$ cat src/hw/rtl/pdd_pkg.sv
// shared types, constants and bcd helper functions for the pressure digit block
package pdd_pkg;

    // raw sample and decimal word sizes
    localparam int SAMPLE_W = 24;
    localparam int BYTE_W   = 8;
    localparam int NIB_W    = 4;
    localparam int NIB_N    = 8;
    localparam int BCD_W    = NIB_W * NIB_N;
    localparam int STAGE_N  = SAMPLE_W / BYTE_W;
    localparam int POS_W    = 4;

    localparam logic [NIB_W-1:0] NIB_ADJ_MIN = 4'd5;
    localparam logic [NIB_W-1:0] NIB_ADJ     = 4'd3;
    localparam logic [NIB_W-1:0] NIB_MAX     = 4'd9;

    typedef logic [SAMPLE_W-1:0] sample_t;
    typedef logic [BCD_W-1:0]    bcd_t;

    // one incoming sample, most significant byte first
    typedef struct packed {
        logic [BYTE_W-1:0] sample_high;
        logic [BYTE_W-1:0] sample_mid;
        logic [BYTE_W-1:0] sample_low;
    } in_item_t;

    // one display write
    typedef struct packed {
        logic [POS_W-1:0] digit_position;
        logic [NIB_W-1:0] digit_value;
        logic             last_digit;
    } out_item_t;

    // eight shift-add-3 steps, one per input bit, msb first
    function automatic bcd_t dd_step8(input bcd_t bcd_in, input logic [BYTE_W-1:0] chunk);
        bcd_t b;
        b = bcd_in;
        for (int i = 0; i < BYTE_W; i++)
        begin
            for (int n = 0; n < NIB_N; n++)
            begin
                if (b[n*NIB_W +: NIB_W] >= NIB_ADJ_MIN)
                begin
                    b[n*NIB_W +: NIB_W] = b[n*NIB_W +: NIB_W] + NIB_ADJ;
                end
            end
            b = {b[BCD_W-2:0], chunk[BYTE_W-1-i]};
        end
        return b;
    endfunction

    // every nibble holds a decimal digit
    function automatic logic bcd_ok(input bcd_t b);
        logic ok;
        ok = 1'b1;
        for (int n = 0; n < NIB_N; n++)
        begin
            if (b[n*NIB_W +: NIB_W] > NIB_MAX)
            begin
                ok = 1'b0;
            end
        end
        return ok;
    endfunction

endpackage

$ cat src/hw/rtl/pdd_bcd_pipe.sv
// three-stage binary to bcd pipeline, one byte of the value per stage
module pdd_bcd_pipe
(
    input  logic           clk,
    input  logic           rst_n,
    input  logic           in_valid,
    output logic           in_ready,
    input  pdd_pkg::sample_t in_value,
    output logic           out_valid,
    input  logic           out_ready,
    output pdd_pkg::bcd_t  out_bcd
);

    localparam int STAGE_N  = pdd_pkg::STAGE_N;
    localparam int SAMPLE_W = pdd_pkg::SAMPLE_W;
    localparam int BYTE_W   = pdd_pkg::BYTE_W;

    logic              valid_reg [STAGE_N];
    pdd_pkg::bcd_t     bcd_reg   [STAGE_N];
    pdd_pkg::sample_t  rest_reg  [STAGE_N];

    logic              src_valid [STAGE_N];
    pdd_pkg::bcd_t     src_bcd   [STAGE_N];
    pdd_pkg::sample_t  src_rest  [STAGE_N];
    pdd_pkg::bcd_t     bcd_next  [STAGE_N];
    pdd_pkg::sample_t  rest_next [STAGE_N];
    logic [STAGE_N:0]  stage_ready;

    // per-stage sources and ready chain
    always_comb
    begin
        stage_ready[STAGE_N] = out_ready;
        for (int j = STAGE_N - 1; j >= 0; j--)
        begin
            stage_ready[j] = !valid_reg[j] || stage_ready[j+1];
        end
        for (int j = 0; j < STAGE_N; j++)
        begin
            if (j == 0)
            begin
                src_valid[j] = in_valid;
                src_bcd[j]   = '0;
                src_rest[j]  = in_value;
            end
            else
            begin
                src_valid[j] = valid_reg[j-1];
                src_bcd[j]   = bcd_reg[j-1];
                src_rest[j]  = rest_reg[j-1];
            end
            bcd_next[j]  = pdd_pkg::dd_step8(src_bcd[j], src_rest[j][SAMPLE_W-1 -: BYTE_W]);
            rest_next[j] = src_rest[j] << BYTE_W;
        end
    end

    // stage valid bits
    always_ff @(posedge clk or negedge rst_n)
    begin
        if (!rst_n)
        begin
            for (int j = 0; j < STAGE_N; j++)
            begin
                valid_reg[j] <= 1'b0;
            end
        end
        else
        begin
            for (int j = 0; j < STAGE_N; j++)
            begin
                if (stage_ready[j])
                begin
                    valid_reg[j] <= src_valid[j];
                end
            end
        end
    end

    // stage data
    always_ff @(posedge clk)
    begin
        for (int j = 0; j < STAGE_N; j++)
        begin
            if (stage_ready[j] && src_valid[j])
            begin
                bcd_reg[j]  <= bcd_next[j];
                rest_reg[j] <= rest_next[j];
            end
        end
    end

    assign in_ready  = stage_ready[0];
    assign out_valid = valid_reg[STAGE_N-1];
    assign out_bcd   = bcd_reg[STAGE_N-1];

`ifndef SYNTHESIS
    // finished word holds only decimal digits
    a_bcd_digits: assert property (@(posedge clk) disable iff (!rst_n)
        valid_reg[STAGE_N-1] |-> pdd_pkg::bcd_ok(bcd_reg[STAGE_N-1]))
        else $error("bcd pipe produced a non-decimal nibble");

    // all value bits consumed by the last stage
    a_bits_used: assert property (@(posedge clk) disable iff (!rst_n)
        valid_reg[STAGE_N-1] |-> (rest_reg[STAGE_N-1] == '0))
        else $error("bcd pipe left value bits unconsumed");
`endif

endmodule

$ cat src/hw/rtl/pdd_digit_ser.sv
// digit serializer: one display write per cycle while the receiver is ready, from a bcd word, msd first
module pdd_digit_ser
#(
    parameter int DIGIT_COUNT = 8
)
(
    input  logic               clk,
    input  logic               rst_n,
    input  logic               in_valid,
    output logic               in_ready,
    input  pdd_pkg::bcd_t      in_bcd,
    output logic               out_valid,
    input  logic               out_ready,
    output pdd_pkg::out_item_t out_item
);

    localparam int DIGIT_N = (DIGIT_COUNT < 1) ? 1 :
                             ((DIGIT_COUNT > pdd_pkg::NIB_N) ? pdd_pkg::NIB_N : DIGIT_COUNT);
    localparam int POS_W   = pdd_pkg::POS_W;
    localparam int NIB_W   = pdd_pkg::NIB_W;
    localparam int IDX_W   = $clog2(pdd_pkg::NIB_N);
    localparam logic [POS_W-1:0] POS_FIRST = POS_W'(DIGIT_N);
    localparam logic [POS_W-1:0] POS_LAST  = POS_W'(1);

    pdd_pkg::bcd_t      bcd_reg;
    logic [POS_W-1:0]   pos_reg;
    logic               busy_reg;
    logic               out_valid_reg;
    pdd_pkg::out_item_t out_item_reg;

    logic               out_free;
    logic               emit;
    logic               load;
    logic [IDX_W-1:0]   nib_idx;
    pdd_pkg::out_item_t out_item_next;

    // handshake and digit select
    assign out_free = !out_valid_reg || out_ready;
    assign emit     = busy_reg && out_free;
    assign in_ready = !busy_reg || (emit && (pos_reg == POS_LAST));
    assign load     = in_valid && in_ready;
    assign nib_idx  = IDX_W'(pos_reg - POS_LAST);

    always_comb
    begin
        out_item_next.digit_position = pos_reg;
        out_item_next.digit_value    = bcd_reg[nib_idx*NIB_W +: NIB_W];
        out_item_next.last_digit     = (pos_reg == POS_LAST);
    end

    // control state
    always_ff @(posedge clk or negedge rst_n)
    begin
        if (!rst_n)
        begin
            busy_reg      <= 1'b0;
            pos_reg       <= POS_FIRST;
            out_valid_reg <= 1'b0;
        end
        else
        begin
            if (load)
            begin
                busy_reg <= 1'b1;
                pos_reg  <= POS_FIRST;
            end
            else if (emit)
            begin
                busy_reg <= (pos_reg != POS_LAST);
                pos_reg  <= pos_reg - POS_LAST;
            end
            if (emit)
            begin
                out_valid_reg <= 1'b1;
            end
            else if (out_ready)
            begin
                out_valid_reg <= 1'b0;
            end
        end
    end

    // payload
    always_ff @(posedge clk)
    begin
        if (load)
        begin
            bcd_reg <= in_bcd;
        end
        if (emit)
        begin
            out_item_reg <= out_item_next;
        end
    end

    assign out_valid = out_valid_reg;
    assign out_item  = out_item_reg;

`ifndef SYNTHESIS
    // position stays within the display range while a word is being sent
    a_pos_range: assert property (@(posedge clk) disable iff (!rst_n)
        busy_reg |-> (pos_reg >= POS_LAST && pos_reg <= POS_FIRST))
        else $error("digit position out of range");

    // a taken write that is not the last is followed at once by the next one
    a_no_gap: assert property (@(posedge clk) disable iff (!rst_n)
        (out_valid_reg && out_ready && !out_item_reg.last_digit) |=> out_valid_reg)
        else $error("gap inside a digit run");

    // a new word is taken only when the previous run is ending
    a_load_ok: assert property (@(posedge clk) disable iff (!rst_n)
        (load && busy_reg) |-> (emit && pos_reg == POS_LAST))
        else $error("bcd word loaded over a running run");
`endif

endmodule

$ cat src/hw/rtl/pressure_to_decimal_digits.sv
// top level: pressure sample to decimal display writes
//
// Takes a 24-bit two's complement pressure sample (three bytes, msb first),
// takes its magnitude, divides by 2^SCALE_SHIFT with truncation and sends
// DIGIT_COUNT display writes, position DIGIT_COUNT down to 1, the last one
// flagged. Fewer than eight digits shows the value modulo 10^DIGIT_COUNT.
// Path: magnitude/scale register, three double-dabble stages (one input
// byte each), then a serializer with an output register. Samples are
// accepted back to back into the pipeline; sustained throughput is set by
// the serializer, which sends one write per cycle while the receiver is
// ready and takes the next word only as the last write of a word goes out.
module pressure_to_decimal_digits
#(
    parameter int SCALE_SHIFT = 7,
    parameter int DIGIT_COUNT = 8
)
(
    input  logic               clk,
    input  logic               rst_n,
    input  logic               in_valid,
    output logic               in_ready,
    input  pdd_pkg::in_item_t  in_item,
    output logic               out_valid,
    input  logic               out_ready,
    output pdd_pkg::out_item_t out_item
);

    localparam int SHIFT_N = SCALE_SHIFT & 31;

    pdd_pkg::sample_t raw;
    pdd_pkg::sample_t mag;
    pdd_pkg::sample_t mag_reg;
    logic             mag_valid_reg;
    logic             pipe_ready;
    logic             bcd_valid;
    logic             ser_ready;
    pdd_pkg::bcd_t    bcd_word;

    // magnitude and scale
    assign raw      = {in_item.sample_high, in_item.sample_mid, in_item.sample_low};
    assign mag      = raw[pdd_pkg::SAMPLE_W-1] ? (~raw + pdd_pkg::SAMPLE_W'(1)) : raw;
    assign in_ready = !mag_valid_reg || pipe_ready;

    always_ff @(posedge clk or negedge rst_n)
    begin
        if (!rst_n)
        begin
            mag_valid_reg <= 1'b0;
        end
        else if (in_ready)
        begin
            mag_valid_reg <= in_valid;
        end
    end

    always_ff @(posedge clk)
    begin
        if (in_ready && in_valid)
        begin
            mag_reg <= mag >> SHIFT_N;
        end
    end

    // binary to bcd
    pdd_bcd_pipe u_bcd_pipe
    (
        .clk       (clk),
        .rst_n     (rst_n),
        .in_valid  (mag_valid_reg),
        .in_ready  (pipe_ready),
        .in_value  (mag_reg),
        .out_valid (bcd_valid),
        .out_ready (ser_ready),
        .out_bcd   (bcd_word)
    );

    // display writes
    pdd_digit_ser #(
        .DIGIT_COUNT (DIGIT_COUNT)
    ) u_digit_ser
    (
        .clk       (clk),
        .rst_n     (rst_n),
        .in_valid  (bcd_valid),
        .in_ready  (ser_ready),
        .in_bcd    (bcd_word),
        .out_valid (out_valid),
        .out_ready (out_ready),
        .out_item  (out_item)
    );

`ifndef SYNTHESIS
    // a taken sample always lands in the magnitude register
    a_take: assert property (@(posedge clk) disable iff (!rst_n)
        (in_valid && in_ready) |=> mag_valid_reg)
        else $error("accepted sample lost at magnitude stage");
`endif

endmodule

$ cat config.mk
export PLATFORM = sky130hd
export DESIGN_NAME = pressure_to_decimal_digits
export DESIGN_NICKNAME = d
export VERILOG_FILES = /design/src/hw/rtl/pdd_pkg.sv /design/src/hw/rtl/pdd_bcd_pipe.sv /design/src/hw/rtl/pdd_digit_ser.sv /design/src/hw/rtl/pressure_to_decimal_digits.sv
export SDC_FILE = /design/constraint.sdc
export NUM_CORES = 1
export LEC_CHECK = 0
export BUFFER_PORTS_ARGS = -buffer_cell sky130_fd_sc_hd__buf_2
export CORE_MARGIN = 4
export CORE_UTILIZATION = 35
export CTS_BUF_LIST = sky130_fd_sc_hd__clkbuf_16
export DETAILED_ROUTE_END_ITERATION = 12
export GPL_TIMING_DRIVEN = 1
export HOLD_SLACK_MARGIN = 0.1
export SLEW_MARGIN = 30
export SYNTH_ARGS = -nofsm -noshare
export SYNTH_HDL_FRONTEND = slang
export SYNTH_SLANG_ARGS = --single-unit
$ cat constraint.sdc
create_clock -name clk -period 8.7 [get_ports clk]
set_input_delay 1.74 -clock clk [delete_from_list [all_inputs] [get_ports clk]]
set_output_delay 1.74 -clock clk [all_outputs]
set_load 0.02 [all_outputs]
# After elaboration in Yosys (flattened, before gate mapping)
# Memories as Yosys holds them, arrays and structs flattened. A register that Yosys moved wholly into a read port is not among the register bits.
# Cells that the tools add are included.
dict set report totals {
  register_bits 36
  mem_bits_rw 144
  input_bits 28
  out_inout_bits 11
  word_cells 438
  n_memories 2
}
dict set report classes {
  n_addsub 130
  order_cmp 128
  n_eq_ne 2
  shift 1
  n_mux 141
  n_bitwise 1
  reduce_logical 21
}
# name words word_bits read_ports rd_clocked_by_memory_dff wr line
set memory_table {}
lappend memory_table {u_bcd_pipe.bcd_reg 3 32 3 1 3 pdd_bcd_pipe.sv:19} ;# pdd_pkg::bcd_t bcd_reg [STAGE_N];
lappend memory_table {u_bcd_pipe.rest_reg 3 16 2 0 3 pdd_bcd_pipe.sv:20} ;# pdd_pkg::sample_t rest_reg [STAGE_N];
# cell n
set ops {}
lappend ops {{>= comparator 4 x 3 -> 1 bit (second input constant)} 128}
lappend ops {{two-way mux 4 bit} 114}
lappend ops {{adder 4 x 2 -> 4 bit (second input constant)} 112}
lappend ops {{adder 3 x 2 -> 3 bit (second input constant)} 16}
lappend ops {{two-way mux 3 bit} 16}
lappend ops {{variable part select 32 x 6 -> 4 bit} 1}
lappend ops {{adder 24 x 1 -> 24 bit (second input constant)} 1}
lappend ops {{NOT 24 bit} 1}
lappend ops {{two-way mux 23 bit} 1}
lappend ops {{two-way mux 1 bit} 10}
lappend ops {{logical AND 1 bit} 7}
lappend ops {{logical NOT 1 bit} 6}
lappend ops {{logical OR 1 bit} 6}
lappend ops {{== test 4 x 1 -> 1 bit (second input constant)} 1}
lappend ops {{inequality test 4 x 1 -> 1 bit (second input constant)} 1}
lappend ops {{nonzero test 2 bit} 2}
lappend ops {{subtractor 4 x 1 -> 4 bit (second input constant)} 1}

# Logic depth before layout (Yosys ltp)
# An unclocked memory read counts as a cell.
dict set report depth {
  ltp_word 17
  mapped_depth 36
  mapped_depth_nobuf 35
}

# Hierarchy
# Synthesis repeated with hierarchy kept, for this count alone.
dict set report unflattened {
  cells_unflattened 1933
  area_unflattened_um2 16543.4
}
# module n_inst cells_per_inst area_each_um2 seq_area_each_um2
set by_module_without_submodules {}
lappend by_module_without_submodules {pdd_bcd_pipe 1 1761 13728.2 2657.5}
lappend by_module_without_submodules {pdd_digit_ser 1 100 1888.1 1382.6}
lappend by_module_without_submodules {pressure_to_decimal_digits 1 72 927.1 535.5}

# Worst setup path after synthesis
# No wires, ideal clock.
dict set report synth_path {
  path_type {flip-flop to flip-flop}
  start {memory u_bcd_pipe.bcd_reg[1][4] in the netlist's numbering}
  end {memory u_bcd_pipe.bcd_reg[2][11] in the netlist's numbering (data pin)}
  setup_ns 0.262
  arrival_ns 6.258
  required_ns 8.438
  slack_ns 2.180
  stages_incl_launch_ff 34
  n_path_buf 1
  synth_period_minus_slack_ns 6.520
  cell_sequence {edfxtp_1 inv_1 ha_1 buf_4 and2b_1 or3_1 nand2_1 ha_1 inv_1 a21oi_1 o31a_1 inv_1 ha_1 o21a_1 o31a_1 inv_2 ha_1 o21ai_0 a2bb2oi_1 inv_1 ha_1 or3_1 a311o_1 and2_1 inv_1 ha_1 a21oi_1 o211ai_1 nand2_1 ha_1 inv_1 a32oi_1 nor2b_1 mux2_1}
}
# item line
set synth_rtl {}
lappend synth_rtl {{start, declared} pdd_bcd_pipe.sv:19}

==> results_dict.tcl <==
set metrics [dict create \
    status "finished clean" \
    finalHoldViolations 0 \
    grt_max_degree 27 \
    mappedNetlistArea_um2 9220 \
    synthesis.instances 951 \
    h_tree_depth 4 \
    setup_viol 0 \
    tritoncts.num_buffers 17 \
    place_hpwl_um 12900 \
    max_freq_ghz 0.134 \
    drt_pre_antenna_iters 6 \
    syn_area_per_cell_um2 9.70 \
    critical_path_peak_fanout 12 \
    grt_pass1_wl_um 29800 \
    ys_seq_elements 116 \
    overflow 0 \
    post_cts_resized 0 \
    vias 7107 \
    clk_transition_reported_paths_ns 0.06 \
    drt_wl_total_um 17300 \
    worst-endpoint-required_ns 8.86 \
    die_h_um 170 \
    rows 59 \
    dr.first_iter.drc_count 425 \
    fp.dieW_um 170 \
    design.core.area_um2 26000 \
    yosys.cell_count.top_type "sky130_fd_sc_hd__edfxtp_1" \
    netlist_top_cells_count "sky130_fd_sc_hd__edfxtp_1 (106), sky130_fd_sc_hd__nand2_1 (71), sky130_fd_sc_hd__nor2_1 (62)" \
    tritoncts_clock_tree "yes" \
    critPathKind "flip-flop to flip-flop" \
    largest_reg_flops 34 \
    synth_seq_area_share_pct 37.2 \
    grt_antenna_before_repair 0 \
    gr-usage-all-layers_pct 12.1 \
    max_stage_delay_on_crit_path_ns 0.55 \
    floorplan.die_area_um2 29000 \
    globalRoute.busiestLayer "met2" \
    post_cts_buffers 0 \
    diodes 0 \
    slew_headroom_pct 40.5 \
    finalNetCount 1060 \
    count_of_flip_flops_with_a_built_in_enable_after_synthesis 106 \
    mappedNetlistNets 1028 \
    vias_per_inst 5.34 \
    netlist.area_leader.share_pct 34.5 \
    groute.layer.met3.usage_pct 2.79 \
    routedWlPerCell_um 13.0 \
    synth_cell_types 103 \
    clock_sink_count 116 \
    worst_clock_skew_ns 0.0126 \
    critPathCaptureType "flip-flop" \
    via_count_of_the_first_global_routing_pass 6505 \
    number_of_hold_repair_buffers_added_at_the_cts_stage 0 \
    synthToLayoutAreaGrowth_pct 12.7 \
    yosysTopAreaCell "sky130_fd_sc_hd__edfxtp_1" \
    synth-async-reset-ratio_pct 8.62 \
    ys.warnings.count 0 \
    rsz_0062_raised_after_global_routing "false" \
    timing.critical_path.from_type "flip-flop" \
    effective_utilization_at_floorplan_pct 35.5 \
    drcViolationCount 0 \
    global_route.usage.met1_pct 15.9 \
    maxCapViolCount 0 \
    post-route-period-util_pct 85.9 \
    drive_gt1_share_pct 14.6 \
    drt.antenna.violating_nets 0 \
    synth.area.top_cells "sky130_fd_sc_hd__edfxtp_1 (35%), sky130_fd_sc_hd__ha_1 (6.6%), sky130_fd_sc_hd__xnor2_1 (3.4%), sky130_fd_sc_hd__mux2i_1 (3.3%), sky130_fd_sc_hd__nand2_1 (2.9%)" \
    grt_util_met2_pct 20.2 \
    place_congestion 0.800 \
    data_arrival_time_at_the_worst_slack_endpoint_ns 7.62 \
    worst_pin_slew_ns 0.893 \
    cp_slowest_cell "sky130_fd_sc_hd__edfxtp_1" \
    ctsLongestPathBuffers 2 \
    timing.final.max_slew_violations 0 \
    clock_latency_reported_for_the_late_side_of_the_worst_skew_pair_ns 0.42 \
    clockRootBuffer "sky130_fd_sc_hd__clkbuf_16" \
    final.setup.tns_ns 0 \
    final.min_clock_period_ns 7.47 \
    buffer_ports.inserted 38 \
    floorplan.io_pins 39 \
    dominantRegCellSynth "sky130_fd_sc_hd__edfxtp_1" \
    cp_common_cell "sky130_fd_sc_hd__ha_1" \
    min-delay-path-class "flip-flop to flip-flop" \
]
layer usage:
| metal | share of wire, % | vias to the layer above |
|---|---|---|
| met5 | 0 | - |
| met4 | 0.68 | 0 |
| met3 | 3.4 | 13 |
| met2 | 48 | 100 |
| met1 | 48 | 3291 |
| li1 | - | 3703 |
per-stage QoR:
step | hold slack, ns | util (%) | setup slack [ns] | instance area, µm² | std cells
final | 0.415 | 40.0 | 1.23 | 10400 | 1331
after global routing | 0.421 | 40.0 | 0.534 | 10400 | 1331
after CTS | 0.416 | 40.0 | 1.28 | 10400 | 1330
after detailed placement | 0.405 | 37.4 | 1.29 | 9730 | 1298
after global placement | 0.402 | 37.4 | 1.62 | 9730 | 1298
after floorplan | 0.400 | - | 2.18 | 9220 | 951
layout make-up:
class | count | area (µm²)
fillers | 2528 | 15600
multi-input cells | 750 | 5460
flip-flops and latches | 116 | 3430
clock buffers | 17 | 425
well taps | 335 | 419
clock inverters | 15 | 229
inverters | 58 | 219
repair buffers | 40 | 203
cell families (layout without fill, tap and decap cells):
kind of cell    count (synthesis)  in the layout  synth area share [%]
compound gates                302            302                  23.9
xor+xnor                       49             49                  5.21
fa+ha+maj                      49             49                  6.65
buf+inv                        85            130                  3.62
flops                         116            116                  37.2
mux                            52             52                  6.62
simple gates                  298            298                  16.7
final timing paths:
check                                          from                          to  slack, ns  cells after the start
setup reg to reg           u_bcd_pipe.bcd_reg[1][0]    u_bcd_pipe.bcd_reg[2][6]       1.23                     35
setup / recovery           u_bcd_pipe.bcd_reg[1][0]    u_bcd_pipe.bcd_reg[2][6]       1.23                     35
min in group asynchronous                     rst_n      u_digit_ser.pos_reg[2]       1.19                      1
max in group asynchronous                     rst_n      u_digit_ser.pos_reg[3]       7.24                      1
hold reg to reg                         mag_reg[15]  u_bcd_pipe.rest_reg[0][15]       0.41                      0
hold / removal                          mag_reg[15]  u_bcd_pipe.rest_reg[0][15]       0.41                      0
cell usage in the layout, fill, tap and decap left out, drive strengths merged, types with 18 or more instances in the layout:
cell type  count
o21ai         63
and2          20
nand2         71
xnor2         40
inv           57
ha            49
a21oi         50
nand2b        25
mux2i         32
nor2          62
edfxtp       106
nor3          22
nand3         24
clkbuf        18
buf           39
o211ai        19
critical path: cells and delay by family, from the launching register on:
kind / cells / cell delay, ns
simple gates: 10 / 1.55
mux: 1 / 0.30
flops: 1 / 0.55
buf+inv: 6 / 0.61
fa+ha+maj: 7 / 1.62
compound gates: 11 / 2.57
Power is not shown: default switching activity piles up to over one toggle a cycle in this logic, so the estimate is an artifact.
